<file path="config.mk">
export PLATFORM = sky130hd
export DESIGN_NAME = bce_muldiv
export DESIGN_NICKNAME = d
export VERILOG_FILES = /design/src/rtl/bce_pkg.sv /design/src/rtl/bce_muldiv.sv
export SDC_FILE = /design/constraint.sdc
export NUM_CORES = 1
export LEC_CHECK = 0
export BUFFER_PORTS_ARGS = -buffer_cell sky130_fd_sc_hd__buf_2
export CAP_MARGIN = 10
export CORE_ASPECT_RATIO = 0.9
export CORE_MARGIN = 4
export CORE_UTILIZATION = 50
export DETAILED_ROUTE_END_ITERATION = 8
export PLACE_DENSITY = 0.78
export SLEW_MARGIN = 10
export SYNTH_ARGS = -nofsm -noshare
export SYNTH_HDL_FRONTEND = slang
export SYNTH_SLANG_ARGS = --single-unit
</file>
<file path="constraint.sdc">
create_clock -name clk_i -period 9.9 [get_ports clk_i]
set_clock_uncertainty 0.1 [all_clocks]
set_input_delay 0.99 -clock clk_i [delete_from_list [all_inputs] [get_ports clk_i]]
set_output_delay 0.99 -clock clk_i [all_outputs]
set_load 0.005 [all_outputs]
</file>
<file path="src/rtl/bce_pkg.sv">
// ----------------------------------------------------------------------------
// bce_pkg
// Shared types and constants of the betweenness centrality engine.
// ----------------------------------------------------------------------------
package bce_pkg;

  localparam int VertexW   = 6;
  localparam int NumVertW  = 7;
  localparam int DistW     = 7;
  localparam int ArcW      = 2 * VertexW;
  localparam int SumW      = 32;
  localparam int NormW     = 12;
  localparam int OutFrac   = 16;
  localparam int CentW     = 16;
  localparam int ApbAddrW  = 3;
  localparam int ApbDataW  = 32;

  localparam logic [SumW-1:0]  SumLimit = 32'hFFFF_FFFF;
  localparam logic [CentW-1:0] OutLimit = 16'hFFFF;

  // register indexes on the APB port (paddr[2])
  localparam logic RegNumVertices = 1'b0;

  typedef enum logic [1:0] {
    OP_CLEAR = 2'd0,
    OP_ADD   = 2'd1,
    OP_RUN   = 2'd2
  } op_e;

  typedef struct packed {
    logic [1:0]         op;
    logic [VertexW-1:0] arc_from;
    logic [VertexW-1:0] arc_to;
  } in_beat_t;

  typedef struct packed {
    logic [VertexW-1:0] vertex;
    logic [CentW-1:0]   centrality;
    logic               overflow;
    logic               last;
  } out_beat_t;

  typedef enum logic [4:0] {
    ST_IDLE,
    ST_CLR_SUM,
    ST_INIT,
    ST_SEED,
    ST_POP,
    ST_POP_W,
    ST_POP_R,
    ST_ARC_RD,
    ST_ARC_CHK,
    ST_ARC_UPD,
    ST_BK_POP,
    ST_BK_W,
    ST_BK_R,
    ST_BA_RD,
    ST_BA_CHK,
    ST_BA_F,
    ST_BA_DIV,
    ST_SUM_W,
    ST_OUT_RD,
    ST_OUT_DIV,
    ST_OUT_WAIT,
    ST_OUT_EMIT
  } state_e;

  typedef enum logic [1:0] {
    MD_IDLE,
    MD_MUL,
    MD_DIV
  } md_phase_e;

endpackage

</file>
<file path="src/rtl/bce_muldiv.sv">
// ----------------------------------------------------------------------------
// bce_muldiv
// Shared iterative unit: q = min(floor(a * b / c), cap).
// Shift-add multiply, one multiplier bit a cycle, then restoring division,
// one quotient bit a cycle. c must be nonzero.
// ----------------------------------------------------------------------------
module bce_muldiv #(
  parameter int AW = 48,
  parameter int BW = 25,
  parameter int CW = 48,
  parameter int QW = 24
) (
  input  logic          clk_i,
  input  logic          rst_ni,
  input  logic          start_i,
  input  logic [AW-1:0] a_i,
  input  logic [BW-1:0] b_i,
  input  logic [CW-1:0] c_i,
  input  logic [QW-1:0] cap_i,
  output logic          busy_o,
  output logic          done_o,
  output logic [QW-1:0] q_o
);

  localparam int PW   = AW + BW;
  localparam int CntW = $clog2(PW + 1);
  localparam int QXW  = QW + 2;

  bce_pkg::md_phase_e phase_q, phase_d;
  logic [CntW-1:0] cnt_q, cnt_d;
  logic [PW-1:0]   mcand_q, mcand_d;
  logic [BW-1:0]   mplr_q, mplr_d;
  logic [PW-1:0]   prod_q, prod_d;
  logic [CW-1:0]   c_q, c_d;
  logic [QW-1:0]   cap_q, cap_d;
  logic [CW-1:0]   r_q, r_d;
  logic [QW:0]     q_q, q_d;
  logic            over_q, over_d;
  logic            done_q, done_d;
  logic [QW-1:0]   res_q, res_d;

  logic [CW:0]     r_sh;
  logic            r_ge;
  logic [QXW-1:0]  q_nx;

  assign r_sh = {r_q, prod_q[PW-1]};
  assign r_ge = (r_sh >= {1'b0, c_q});
  assign q_nx = {q_q, r_ge};

  // sequencer of the unit
  always_comb begin
    phase_d = phase_q;
    cnt_d   = cnt_q;
    mcand_d = mcand_q;
    mplr_d  = mplr_q;
    prod_d  = prod_q;
    c_d     = c_q;
    cap_d   = cap_q;
    r_d     = r_q;
    q_d     = q_q;
    over_d  = over_q;
    done_d  = 1'b0;
    res_d   = res_q;
    case (phase_q)
      bce_pkg::MD_IDLE: begin
        if (start_i) begin
          mcand_d = PW'(a_i);
          mplr_d  = b_i;
          prod_d  = '0;
          c_d     = c_i;
          cap_d   = cap_i;
          r_d     = '0;
          q_d     = '0;
          over_d  = 1'b0;
          cnt_d   = CntW'(BW);
          phase_d = bce_pkg::MD_MUL;
        end
      end
      bce_pkg::MD_MUL: begin
        if (mplr_q[0]) begin
          prod_d = prod_q + mcand_q;
        end
        mcand_d = mcand_q << 1;
        mplr_d  = mplr_q >> 1;
        if (cnt_q == CntW'(1)) begin
          cnt_d   = CntW'(PW);
          phase_d = bce_pkg::MD_DIV;
        end else begin
          cnt_d = cnt_q - CntW'(1);
        end
      end
      bce_pkg::MD_DIV: begin
        r_d    = r_ge ? CW'(r_sh - {1'b0, c_q}) : CW'(r_sh);
        prod_d = prod_q << 1;
        q_d    = q_nx[QW:0];
        // quotient only grows, so once past the cap it stays there
        over_d = over_q | (q_nx > QXW'(cap_q));
        if (cnt_q == CntW'(1)) begin
          done_d  = 1'b1;
          res_d   = over_d ? cap_q : q_nx[QW-1:0];
          phase_d = bce_pkg::MD_IDLE;
        end else begin
          cnt_d = cnt_q - CntW'(1);
        end
      end
      default: begin
        phase_d = bce_pkg::MD_IDLE;
      end
    endcase
  end

  always_ff @(posedge clk_i or negedge rst_ni) begin
    if (!rst_ni) begin
      phase_q <= bce_pkg::MD_IDLE;
      done_q  <= 1'b0;
    end else begin
      phase_q <= phase_d;
      done_q  <= done_d;
    end
  end

  always_ff @(posedge clk_i) begin
    cnt_q   <= cnt_d;
    mcand_q <= mcand_d;
    mplr_q  <= mplr_d;
    prod_q  <= prod_d;
    c_q     <= c_d;
    cap_q   <= cap_d;
    r_q     <= r_d;
    q_q     <= q_d;
    over_q  <= over_d;
    res_q   <= res_d;
  end

  assign busy_o = (phase_q != bce_pkg::MD_IDLE);
  assign done_o = done_q;
  assign q_o    = res_q;

endmodule

</file>
==> run_results.csv <==
group,metric,value,unit
die,dieArea,0.0463,mm^2
grt,antenna_found_initial,3,
synth,syn_nets,2313,
route,firstDrtPassIters,6,
clock_network,ctsHoldBuffers,0,
status,status,"completed",
power,powerDensity,368,mW/mm^2
route,wl_per_cell,17.6,um
die,die_h,205,um
synth,yosysSeqAreaShare,49.0,%
place,dp_hpwl,33.2,mm
critical_path,criticalPathCategory,"flop to flop",
final_layout,final_nets,2458,
sta,min_period,5.68,ns
critical_path,rr_startpoint,"r_q[0]",
synth,synth.area.top_cells,"edfxtp_1, ha_1, mux2_2",
critical_path,required,10.11,ns
clock_network,post_cts_resize_count,0,
sta,fin_crit_sh,57.4,%
clock_network,cts_tree,"done",
critical_path,cp_max_fo,50,
die,initial_core_util,51.0,%
flow_run,maxCapViolCount,0,
route,wl,48.1,mm
sta,max_freq,0.176,GHz
synth,synth_top_area_share,48.7,%
sta,tightest_slew,1.05,ns
synth,syn_avg_cell_area,10.7,um^2
synth,synth_area,0.0215,mm^2
final_layout,drive_above_1_share,17.0,%
sta,slew_violations,0,
min_path,hp-class,"input pin to async pin",
grt,grt_pass1_vias,15800,
critical_path,cp-start-kind,"flop",
grt,gr-total-overflow,0,
critical_path,rr_endpoint,"q_o[8]",
route,ant_nets,0,
die,coreArea,0.0421,mm^2
sta,setup_tns,0,ns
clock_network,cts.sinks,351,
grt,groute.usage.overall,20.1,%
clock_network,cts-root-buf,"clkbuf_16",
die,pin_count,174,
synth,synth-edff-count,348,
place,port_buffers,173,
clock_network,clk_transition_reported_paths,0.06,ns
synth,netlist-cell-type-count,80,
critical_path,rrSetupSlack,4.22,ns
final_layout,area_growth,12.5,%
grt,grt_pass1_wl,77.5,mm
sta,hold_viol,0,
clock_network,htree_num_levels,2,
route,via_per_inst,5.84,
power,power,8900,uW
grt,grt_start_max_net_pins,75,
clock_network,post_cts_buffers,0,
sta,rsz0062_at_grt,"false",
synth,syn_inst,2013,
clock_network,cts_made_buffers,41,
route,drc,0,
place,gp_routability_congestion,0.909,
synth,ys_warn_count,0,
sta,hold_ws,0.102,ns
clock_network,clock_latency,0.58,ns
critical_path,r2r_cells,22,
sta,setup_viol,0,
sta,max_slew_margin,30.0,%
critical_path,arrival,5.90,ns
die,rows,71,
synth,ys.flop_type,"edfxtp_1",
clock_network,cts.path.max_buffers,3,
route,drt_first_iter_violations,1101,
synth,ys_ff_latch,351,
route,vias,16000,
synth,synthArstFlopShare,0.855,%
power,p_leak,0.00975,uW
synth,synth_top_cell_by_area,"edfxtp_1",
critical_path,end_kind,"flop",
die,die_w,226,um
power,peakVddDrop,178,uV
synth,synth_most_common_cell,"edfxtp_1",
synth,yosys-top-cells-count,"edfxtp_1, nand2_1, a21oi_1",
-- report_power, final --
part / switching [uW] / internal, uW / total [uW] / leakage, uW
clock network: 612 / 897 / 1510 / 0.000637
registers: 296 / 2500 / 2790 / 0.00345
logic: 2780 / 1810 / 4590 / 0.00566
-- stage by stage --
stage                     instance area (um^2)  setup WS (ns)  std cells  util, %
after global routing                     24100           3.70       2737     57.3
after floorplan                          21500          0.996       2013        -
after CTS                                24100           4.16       2736     57.3
final                                    24100           4.22       2738     57.3
after detailed placement                 22800           4.19       2662     54.2
after global placement                   22800           4.34       2662     54.2
-- worst max-delay path: stages, from the launching register on --
cell and delay (ns):
edfxtp_1 0.42, ha_1 0.32, nor2b_1 0.19, o211ai_1 0.11, a21boi_1 0.20, o211ai_1 0.17
a311oi_1 0.36, o211ai_1 0.17, o21a_1 0.28, o21ai_4 0.15, inv_2 0.35, ha_1 0.34
nor2b_1 0.10, o21ai_0 0.08, nand2b_1 0.07, a21oi_1 0.06, o21ai_0 0.15, a21o_1 0.13
a21oi_1 0.06, o31a_1 0.23, o21ai_1 0.11, a21o_1 0.83, mux2_2 0.42
-- cell type report --
cell class	instances	area (um^2)
Antenna cell	2	5.00
Clock buffer	53	1070
Clock inverter	21	245
Fill cell	3517	18000
Inverter	112	420
Multi-Input combinational cell	1467	10200
Sequential cell	351	10500
Tap cell	547	684
Timing Repair Buffer	185	956
-- cells by family (layout without fill, tap and decap cells) --
kind of cell / Yosys count / after routing / synth area share (%)
adder cells (fa/ha/maj): 152 / 152 / 8.93
XOR/XNOR: 108 / 108 / 4.41
buffers and inverters: 195 / 371 / 3.49
AO/OA/AOI/OAI: 567 / 567 / 16.9
AND/OR/NAND/NOR: 544 / 544 / 12.2
other: 0 / 2 / 0
multiplexers: 96 / 96 / 5.03
flip-flops: 351 / 351 / 49.0
-- flip-flops by register name, indices dropped and copies added (netlist names) --
| name | count |
|---|---|
| cnt_q | 7 |
| done_o | 1 |
| q_o | 24 |
| mplr_q | 25 |
| r_q | 48 |
| q_q | 25 |
| cap_q | 24 |
| mcand_q | 73 |
| over_q | 1 |
| phase_q | 2 |
| prod_q | 73 |
| c_q | 48 |
-- how the worst max path moves through the flow --
stage          cells after the start       start          to  slack [ns]
6_report                          22      r_q[0]      q_o[8]        4.22
5_1_grt                           21      r_q[5]     q_o[23]        3.70
4_1_cts                           22      r_q[0]      q_o[8]        4.16
3_5_place_dp                      23      c_q[1]     q_o[16]        4.19
3_3_place_gp                      21      r_q[6]      q_o[5]        4.34
2_1_floorplan                      6  phase_q[1]  mcand_q[0]         1.0
-- cell usage in the layout (no fill, tap or decap), types with 13 or more instances in the layout --
master / Yosys / final
edfxtp_1: 348 / 348
nand2_1: 223 / 223
a21oi_1: 176 / 176
buf_2: 8 / 173
ha_1: 150 / 149
o21ai_0: 148 / 146
inv_1: 111 / 110
mux2_2: 95 / 95
nor2_1: 83 / 82
a21o_1: 80 / 80
xnor2_1: 67 / 67
and2_1: 60 / 59
xor2_1: 41 / 41
clkbuf_16: 0 / 41
nand4_1: 39 / 39
nand3_1: 28 / 28
o21bai_1: 28 / 28
nor3_1: 25 / 24
o21a_1: 18 / 18
a211oi_1: 16 / 16
nor2b_1: 14 / 14
nand2b_1: 14 / 14
o211ai_1: 13 / 13
or3_1: 13 / 13
-- per-layer routing --
metal  global-route usage (%)  up-vias  share of wire, %  wire length, um
met1                     26.7     7701                44            21300
met5                        0        -             0.017                8
met4                     6.50        2               2.5             1210
li1                         -     7728                 -                -
met3                     3.45       91               6.1             2950
met2                     33.9      461                47            22600
(Power assumes the default switching activity.)
