[src/rtl/bce_ram.sv]
// ----------------------------------------------------------------------------
// bce_ram
// Generic single write port, single read port RAM with registered read data.
// ----------------------------------------------------------------------------
module bce_ram #(
  parameter int Width = 8,
  parameter int Depth = 64
) (
  input  logic                                   clk_i,
  input  logic                                   we_i,
  input  logic [((Depth > 1) ? $clog2(Depth) : 1)-1:0] waddr_i,
  input  logic [Width-1:0]                       wdata_i,
  input  logic [((Depth > 1) ? $clog2(Depth) : 1)-1:0] raddr_i,
  output logic [Width-1:0]                       rdata_o
);

  logic [Width-1:0] mem_q [Depth];

  // write port
  always_ff @(posedge clk_i) begin
    if (we_i) begin
      mem_q[waddr_i] <= wdata_i;
    end
  end

  // registered read
  always_ff @(posedge clk_i) begin
    rdata_o <= mem_q[raddr_i];
  end

endmodule

[config.mk]
export PLATFORM = sky130hd
export DESIGN_NAME = bce_ram
export DESIGN_NICKNAME = d
export VERILOG_FILES = /design/src/rtl/bce_ram.sv
export SDC_FILE = /design/constraint.sdc
export NUM_CORES = 1
export LEC_CHECK = 0
export BUFFER_PORTS_ARGS = -buffer_cell sky130_fd_sc_hd__clkbuf_2
export CAP_MARGIN = 30
export CELL_PAD_IN_SITES_DETAIL_PLACEMENT = 0
export CELL_PAD_IN_SITES_GLOBAL_PLACEMENT = 1
export CORE_MARGIN = 2
export CORE_UTILIZATION = 45
export DETAILED_ROUTE_END_ITERATION = 16
export GPL_ROUTABILITY_DRIVEN = 0
export PLACE_DENSITY_LB_ADDON = 0.12
export REMOVE_ABC_BUFFERS = 1
export SYNTH_ARGS = -nofsm -noshare
export SYNTH_HDL_FRONTEND = slang
export SYNTH_SLANG_ARGS = --single-unit
[constraint.sdc]
create_clock -name clk_i -period 4.1 [get_ports clk_i]
set_clock_uncertainty 0.2 [all_clocks]
set_input_delay 0 -clock clk_i [delete_from_list [all_inputs] [get_ports clk_i]]
set_output_delay 0 -clock clk_i [all_outputs]
set_load 0.02 [all_outputs]
==> results by stage, run 1 <==
Power and ir drop:
- In this run the static leakage power is 7.19 nW.
- Across the VDD grid, the largest voltage drop is 360 uV.
- Of the total power, registers draw 0.515.
- In this run the power density over the cells is 499 mW/mm^2.
- Of the total power, combinational logic draws 0.049.
- The net switching power of the design is 2.39 mW.
- The internal power contribution is 9.08 mW.
- The net switching fraction of the power is 0.209.
- Of the total power, the clock network draws 0.436.

Timing:
- The accumulated negative setup slack is 0 ns.
- The max-slew violation count was 0.
- The final period demand of the worst path is 2.47 ns.
- For the pin with the worst max-slew slack, the measured transition is 1.03 ns.
- The hold slack is 0.0624 ns.
- In this run the tightest slew margin relative to its limit is 0.308.
- Setup repair after global routing left no endpoint under its margin.
- For this run, the top clock speed supported by timing is 405 MHz.
- In the post-route analysis, the smallest setup slack over all paths is 1.63 ns.
- The count of endpoints failing hold in the final timing report is 0.
- The setup-violating endpoint count in the final report is 0.
- Of the available clock period, the critical path in the final layout requires 0.603.

Placed design:
- The pre-CTS setup slack is 1.11 ns.
- In this run the tool buffered the top-level ports with 29 buffer cells.
- The placed cell count is 1539.
- The sum of net half-perimeters after detailed placement is 28200 um.

GRT:
- The total global routing track utilization is 0.207.
- The largest net degree at the start of global routing is 65.
- The number of antenna violations at the first check in global routing came to 0.
- The first global-routing pass estimated 68900 um of wire.
- The number of global-route vias before repair came to 9703.
- The total overflow left after global routing is 0.

Logic synthesis:
- The register bit count reported by yosys is 520.
- Of the total synthesized cell area, the portion taken by full adders, half adders and majority gates is 0.
- Of the total synthesized cell area, the portion taken by XOR and XNOR cells is 0.
- The synthesized instance count is 940.
- The post-synthesis average cell area is 21.5 um^2.
- The register area share after synthesis is 0.770.
- The count of cell types in the netlist is 40.
- The share of the synthesized area in compound gates (AO/OA/AOI/OAI) came to 0.0207.
- Measured against the total synthesized area, the mux share comes to 0.159.
- The main combinational cell family by area after synthesis is multiplexers.
- The Yosys step of the flow raised 0 warnings.
- Of the total synthesized cell area, the portion taken by AND, OR, NAND and NOR gates is 0.0339.
- The cell area after synthesis is 0.0202 mm^2.

Finish:
- The number of antenna diodes is 0.
- The net count of the finished layout is 1041.
- The synthesis-to-finish area growth is 13.9%.
- The post-layout instance count excluding filler cells is 1652.
- The total of fill cells in the finished design is 3456.
- The fraction of layout instances using a drive strength above 1 is 0.271.

Die:
- The core region is 0.0442 mm^2.
- Measured along the y axis, the die boundary spans 216 um.
- In this run the count of I/O pins placed on the die edge is 30.
- The placement row count is 77.
- The total die area is 0.0465 mm^2.
- For this configuration, the core starts out at a cell density of 0.456.
- The chip width is 216 um.

CTS:
- Clock-pin slew was measured on the worst setup and hold paths at 0.06 ns.
- The later pin in the worst-skew pair is clocked with a latency of 0.59 ns.
- The tree built by TritonCTS fans out to 520 sinks.
- The root buffer cell chosen for the clock tree is sky130_fd_sc_hd__clkbuf_16.
- The CTS H-tree depth is 2.
- Counting the buffers created by CTS gives 53.
- TritonCTS built the clock tree.
- Post-CTS timing repair inserted 0 buffers for setup.
- The buffer levels on the longest clock path is 3.

Setup path:
- The kind of launch point of the worst setup path is a flop.
- The kind of critical path is reg2reg.
- The total buffers and inverters traversed by the critical path is 0.
- The signal arrival time at the worst endpoint is 2.72 ns.
- The data required time at the worst endpoint is 4.34 ns.
- Along the worst path, the maximum fanout reaches 1.
- The family with the most delay on the worst path is multiplexers.
- On the critical path, the stage with the largest delay is an instance of sky130_fd_sc_hd__nor3_1.
- The largest stage delay on the critical path is 0.50 ns.
- STA classifies the critical path endpoint as a flop.
- Traced cell by cell, the critical path runs through mux4_2 -> mux2_2 -> o221a_2 -> nor3_1 -> o32ai_1.

Job:
- The max-cap violation count is 0.

Min path:
- The min-delay analysis places its worst path in the category in2reg.

Routing:
- The detail-routed via count per cell is 5.77.
- The total iterations of the first detailed-routing run is 5.
- The wire length per cell is 28.3 um.
- The detailed router finished its first iteration with 877 violations.
- The wire length after detailed routing is 46800 um.
- The via count is 9525.
- The post-route DRC violation count is 0.
- The detail route stage leaves a number of antenna-violating nets equal to 0.

Run status:
- The flow ran to the end, and the final reports show no timing, DRC or antenna violations.
[cell families (layout without fill, tap and decap cells)]
kind of cell    count (synthesis)  after routing
flops                         520            520
buf+inv                        51            171
compound gates                 54             54
simple gates                  153            153
mux                           162            162
[flip-flops by register name, indices dropped and copies added (netlist names)]
| signal | flops |
|---|---|
| mem_q | 512 |
| rdata_o | 8 |
[routing by layer]
| metal | part of all wire | global-route usage |
|---|---|---|
| met4 | 0.027 | 0.0699 |
| met5 | 0 | 0 |
| met2 | 0.46 | 0.311 |
| met1 | 0.46 | 0.311 |
| met3 | 0.052 | 0.0323 |
[worst reg2reg max path: cells and delay by family (launching register included)]
| family | cells | cell delay, ns |
|---|---|---|
| flops | 1 | 0.39 |
| simple gates | 1 | 0.50 |
| compound gates | 2 | 0.45 |
| mux | 2 | 0.77 |
[synth_stat cells]
| cell | instances | area share |
|---|---|---|
| sky130_fd_sc_hd__edfxtp_1 | 512 | 0.76 |
| sky130_fd_sc_hd__mux4_2 | 126 | 0.14 |
| sky130_fd_sc_hd__nor2_1 | 83 | 0.015 |
| sky130_fd_sc_hd__mux2i_1 | 23 | 0.011 |
| sky130_fd_sc_hd__nand2_1 | 19 | 0.0035 |
| sky130_fd_sc_hd__clkbuf_1 | 17 | 0.0032 |
| sky130_fd_sc_hd__nor2b_1 | 14 | 0.0043 |
| sky130_fd_sc_hd__buf_4 | 13 | 0.0048 |
| sky130_fd_sc_hd__mux2_2 | 13 | 0.0073 |
| sky130_fd_sc_hd__nand3_1 | 13 | 0.0032 |
| sky130_fd_sc_hd__buf_2 | 11 | 0.0027 |
| sky130_fd_sc_hd__dfxtp_1 | 8 | 0.0079 |
| sky130_fd_sc_hd__o221ai_1 | 8 | 0.0035 |
| sky130_fd_sc_hd__o22ai_1 | 8 | 0.0025 |
| sky130_fd_sc_hd__nand2b_1 | 7 | 0.0022 |
| sky130_fd_sc_hd__nor3_1 | 7 | 0.0017 |
| sky130_fd_sc_hd__a221oi_1 | 6 | 0.0026 |
| sky130_fd_sc_hd__a211oi_1 | 4 | 0.0015 |
| sky130_fd_sc_hd__buf_1 | 4 | 0.00074 |
| sky130_fd_sc_hd__buf_6 | 4 | 0.0022 |
| sky130_fd_sc_hd__a21oi_1 | 3 | 0.00074 |
| sky130_fd_sc_hd__a22oi_1 | 3 | 0.0011 |
| sky130_fd_sc_hd__nand3b_1 | 3 | 0.0011 |
| sky130_fd_sc_hd__o2111ai_1 | 3 | 0.0013 |
| sky130_fd_sc_hd__o2bb2ai_1 | 3 | 0.0013 |
| sky130_fd_sc_hd__a2111oi_0 | 2 | 0.00087 |
| sky130_fd_sc_hd__buf_12 | 2 | 0.0020 |
| sky130_fd_sc_hd__nand4_1 | 2 | 0.00062 |
| sky130_fd_sc_hd__nor4_1 | 2 | 0.00062 |
| sky130_fd_sc_hd__o21a_1 | 2 | 0.00074 |
| sky130_fd_sc_hd__o21ai_0 | 2 | 0.00050 |
| sky130_fd_sc_hd__o21ai_1 | 2 | 0.00050 |
| sky130_fd_sc_hd__o221a_2 | 2 | 0.0011 |
| sky130_fd_sc_hd__o32ai_1 | 2 | 0.00087 |
| sky130_fd_sc_hd__o41ai_1 | 2 | 0.00087 |
| sky130_fd_sc_hd__a31oi_1 | 1 | 0.00031 |
| sky130_fd_sc_hd__and2_1 | 1 | 0.00031 |
| sky130_fd_sc_hd__nand4b_1 | 1 | 0.00043 |
| sky130_fd_sc_hd__o311ai_1 | 1 | 0.00043 |
| sky130_fd_sc_hd__or3_1 | 1 | 0.00031 |
[layout by cell type (no fill, tap or decap), drive strengths merged, types with 3 or more instances in the layout]
| master | n |
|---|---|
| a211oi | 4 |
| a21oi | 3 |
| a221oi | 6 |
| a22oi | 3 |
| buf | 33 |
| bufinv | 10 |
| clkbuf | 83 |
| clkinv | 25 |
| clkinvlp | 5 |
| dfxtp | 8 |
| dlygate4sd3 | 15 |
| edfxtp | 512 |
| mux2 | 13 |
| mux2i | 23 |
| mux4 | 126 |
| nand2 | 19 |
| nand2b | 7 |
| nand3 | 13 |
| nand3b | 3 |
| nor2 | 83 |
| nor2b | 14 |
| nor3 | 7 |
| o2111ai | 3 |
| o21ai | 4 |
| o221ai | 8 |
| o22ai | 8 |
| o2bb2ai | 3 |
[worst paths after layout]
check,from,endpoint,slack [ns],depth (start not counted)
min reg2reg,mem_q[35][1],rdata_o[1],0.62,4
max reg2reg,mem_q[29][6],rdata_o[6],1.63,5
min,raddr_i[4],rdata_o[7],0.06,3
max,mem_q[29][6],rdata_o[6],1.63,5
[repair_timing]
item                      4_1_cts  5_1_grt
hold endpoints to repair      528        0
resized for setup               0        0
hold buffers                   15        0
[power groups by stage]
| stage | registers (mW) | clock network, mW | logic (mW) |
|---|---|---|---|
| after global placement | 6.02 | 0 | 0.555 |
| after floorplan | 6.02 | 0 | 0.228 |
| after CTS | 5.91 | 5.09 | 0.570 |
| after detailed placement | 6.02 | 0 | 0.559 |
| final | 5.91 | 5.01 | 0.562 |
| after global routing | 5.91 | 5.30 | 0.602 |
[final cells by class]
class                      count  area [um^2]  share of cell area
sequential                   520        15500               0.676
clock buffer                  56         1340              0.0582
multi-input combinational    369         4330               0.188
tap                          592          741              0.0322
clock inverter                40          459              0.0200
timing repair buffer          75          582              0.0253
[stage by stage]
stage | util | area, um^2 | power (mW)
after floorplan | - | 19900 | 6.25
after global placement | 0.474 | 20900 | 6.58
after detailed placement | 0.475 | 21000 | 6.58
after CTS | 0.519 | 23000 | 11.6
after global routing | 0.520 | 23000 | 11.8
final | 0.520 | 23000 | 11.5
(Power assumes the default switching activity.)
==> inputs of run 2 (changes only) <==
Clock period 4.1 ns to 2.32 ns, I/O delays scaled along.
==> run 2 against run 1 <==
Against the previous run: the flow now finishes with violations (hold timing); sequential share of layout area fell by 2.5 points; die area did not move; sequential power rose by 76%; clock power rose by 68%; count of clock-buffer cells in the layout rose by 15; wire length rose by 4.0%; highest routed layer unchanged.
==> results by stage, run 2 (synthesized netlist as in run 1, its figures left out) <==
Setup path:
- Critical path cell sequence: mux4_2 -> mux2_2 -> o221a_2 -> nor3_1 -> buf_4 -> o32ai_1 (was mux4_2 -> mux2_2 -> o221a_2 -> nor3_1 -> o32ai_1).
- The kind of launch point of the worst setup path was a flop (unchanged).
- The total buffers and inverters traversed by the critical path is 1 (was 0).
- The type of element capturing the critical path is a flop (unchanged).
- The family with the most delay on the worst path is multiplexers (unchanged).
- The data required time at the worst endpoint was 2.58 ns (was 4.34 ns).
- The largest stage delay on the critical path was 0.51 ns (was 0.50 ns).
- The kind of critical path is reg2reg (unchanged).
- The signal arrival time at the worst endpoint is 2.45 ns (was 2.72 ns).
- The worst-path maximum fanout is 1 (unchanged).
- The critical path's slowest cell is sky130_fd_sc_hd__mux4_2 (was sky130_fd_sc_hd__nor3_1).

Finish:
- The register with the most flip-flops is mem_q (unchanged).
- The flip-flop count of the largest register, all copies and words added is 512 (unchanged).
- The layout net count is 1157 (was 1041).
- The number of antenna diodes came to 0 (unchanged).
- The most common library cell in the layout ignoring fill and taps is sky130_fd_sc_hd__edfxtp_1 (unchanged).
- The total of fill cells in the finished design is 3459 (was 3456).
- The post-route cell area is 0.0239 mm^2 (was 0.0230 mm^2).
- The synthesis-to-finish area growth is 18.4% (was 13.9%).
- Largest registers: mem_q: 512 flops, rdata_o: 8 flops (unchanged).
- Leading cell types in the layout, fill and taps excluded: 512 x sky130_fd_sc_hd__edfxtp_1, 137 x sky130_fd_sc_hd__buf_4, 126 x sky130_fd_sc_hd__mux4_2 (was 512 x sky130_fd_sc_hd__edfxtp_1, 126 x sky130_fd_sc_hd__mux4_2, 83 x sky130_fd_sc_hd__nor2_1).
- The fraction of layout instances using a drive strength above 1 is 0.332 (was 0.271).

Die:
- The placement row count came to 77 (unchanged).
- The total I/O pin count is 30 (unchanged).
- The total die area is 0.0465 mm^2 (unchanged).
- The starting density of the core is 0.456 (unchanged).
- The die extent in y was 216 um (unchanged).
- The chip width is 216 um (unchanged).
- The core outline area is 0.0442 mm^2 (unchanged).

Timing:
- The final period demand of the worst path is 2.20 ns (was 2.47 ns).
- The highest attainable clock frequency was 455 MHz (was 405 MHz).
- The final cycle utilization of the critical path was 0.947 (was 0.603).
- The final worst setup slack came to 0.124 ns (was 1.63 ns).
- The worst-margin pin slew is 0.959 ns (was 1.03 ns).
- The hold slack is -0.0269 ns (was 0.0624 ns).
- Setup repair after global routing missed its margin: no (unchanged).
- The max-slew violation count is 0 (unchanged).
- The normalized max-slew margin is 0.361 (was 0.308).
- The count of endpoints failing hold in the final timing report is 3 (was 0).
- The setup-violating endpoint count in the final report is 0 (unchanged).

CTS:
- The count of cells resized by post-cts repair is 0 (unchanged).
- The clock transition at the registers of the reported paths was 0.06 ns (about the same).
- The clock buffer count from CTS is 54 (was 53).
- The number of clock sinks was 520 (unchanged).
- The clock tree from TritonCTS is yes (unchanged).
- The worst-skew pair later-pin latency is 0.60 ns (was 0.59 ns).
- The buffer levels on the longest clock path is 3 (unchanged).
- The CTS root buffer is sky130_fd_sc_hd__clkbuf_16 (unchanged).
- The number of buffers inserted to repair setup after CTS came to 0 (unchanged).
- The CTS H-tree depth is 2 (unchanged).

Min path:
- The type of the tightest min-delay check is in2reg (unchanged).

Power and ir drop:
- The power per unit of standard cell area is 837 mW/mm^2 (was 499 mW/mm^2).
- The maximum VDD drop is 671 uV (was 360 uV).
- The total power draw is 20.0 mW (was 11.5 mW).
- The reported leakage power is 7.79 nW (was 7.19 nW).

GRT:
- The total global routing track utilization came to 0.216 (was 0.207).
- The global-route congestion overflow total is 0 (unchanged).
- The number of antenna violations at the first check in global routing is 1 (was 0).
- The largest net degree at the start of global routing is 44 (was 65).
- The wire length of the first global-routing pass is 71900 um (was 68900 um).
- The number of global-route vias before repair is 10300 (was 9703).

Run status:
- The checks that failed: hold timing.
- Result of the run: finished with violations (was finished clean).

Placed design:
- The total placed instance area is 0.0220 mm^2 (was 0.0210 mm^2).
- The count of input and output buffers is 29 (unchanged).
- The pre-CTS setup slack came to -0.126 ns (was 1.11 ns).
- The sum of net half-perimeters after detailed placement came to 32000 um (was 28200 um).

Routing:
- The via count was 9961 (was 9525).
- The remaining antenna violation count is 0 (unchanged).
- The wire length after detailed routing came to 48700 um (was 46800 um).
- The total iterations of the first detailed-routing run is 5 (unchanged).
- The wire length per cell is 27.5 um (was 28.3 um).
- The post-route DRC violation count is 0 (unchanged).
- The iteration-0 DRC count of the detailed router came to 970 (was 877).
- The detail-routed via count per cell came to 5.63 (was 5.77).

Job:
- The max-cap violation count is 0 (unchanged).
==> run 2: changes by cell type in the layout (fill, tap and decap cells not counted), sizes merged <==
| cell | previous run | this run |
|---|---|---|
| buf | 33 | 150 |
| clkbuf | 83 | 98 |
| bufinv | 10 | 4 |
| clkinvlp | 5 | 0 |
| clkinv | 25 | 22 |
| dlygate4sd3 | 15 | 13 |
| inv | 0 | 1 |
==> run 2: power breakdown <==
part	total, mW	internal (mW)	switching, mW
Clock	8.43	4.94	3.50
Combinational	1.11	0.458	0.648
Sequential	10.4	10.4	0.0383
Total	20.0	15.8	4.18
==> run 2: tightest hold or removal path, delay by kind of cell <==
kind / cells / cell delay [ns]
buf+inv: 1 / 0.21
simple gates: 2 / 0.37
==> run 2: metrics by stage <==
stage / utilization / instances / setup TNS (ns)
3_5_place_dp: 0.498 / 1658 / -0.208
4_1_cts: 0.540 / 1770 / 0
6_report: 0.540 / 1769 / 0
5_1_grt: 0.540 / 1769 / 0
3_3_place_gp: 0.498 / 1658 / -0.222
2_1_floorplan: - / 889 / 0
==> run 2: layout make-up <==
cell class | instances | area [um^2] | share of cell area
Clock buffer | 71 | 1490 | 0.0624
Sequential cell | 520 | 15500 | 0.651
Multi-Input combinational cell | 369 | 4320 | 0.181
Timing Repair Buffer | 190 | 1560 | 0.0655
Tap cell | 592 | 741 | 0.0310
Clock inverter | 27 | 230 | 0.00964
==> run 2: final timing paths <==
| kind | start | end | slack, ns | depth (start not counted) |
|---|---|---|---|---|
| max | mem_q[21][4] | rdata_o[4] | 0.12 | 6 |
| min | waddr_i[4] | mem_q[50][0] | -0.03 | 3 |
| max reg2reg | mem_q[21][4] | rdata_o[4] | 0.12 | 6 |
| min reg2reg | mem_q[31][6] | rdata_o[6] | 0.69 | 3 |
==> run 2: metal layers <==
metal  global-route usage  vias up  share of wire
li1                     -     4317              -
met1                0.316     5327           0.45
met2                0.346      251           0.48
met3               0.0272       66          0.042
met4               0.0586        0          0.020
met5                    0        -              0
==> run 2: what timing repair did <==
action                                  CTS  global route
endpoints found under the setup margin    0             3
hold buffers                             14             0
hold endpoints to repair                245             0
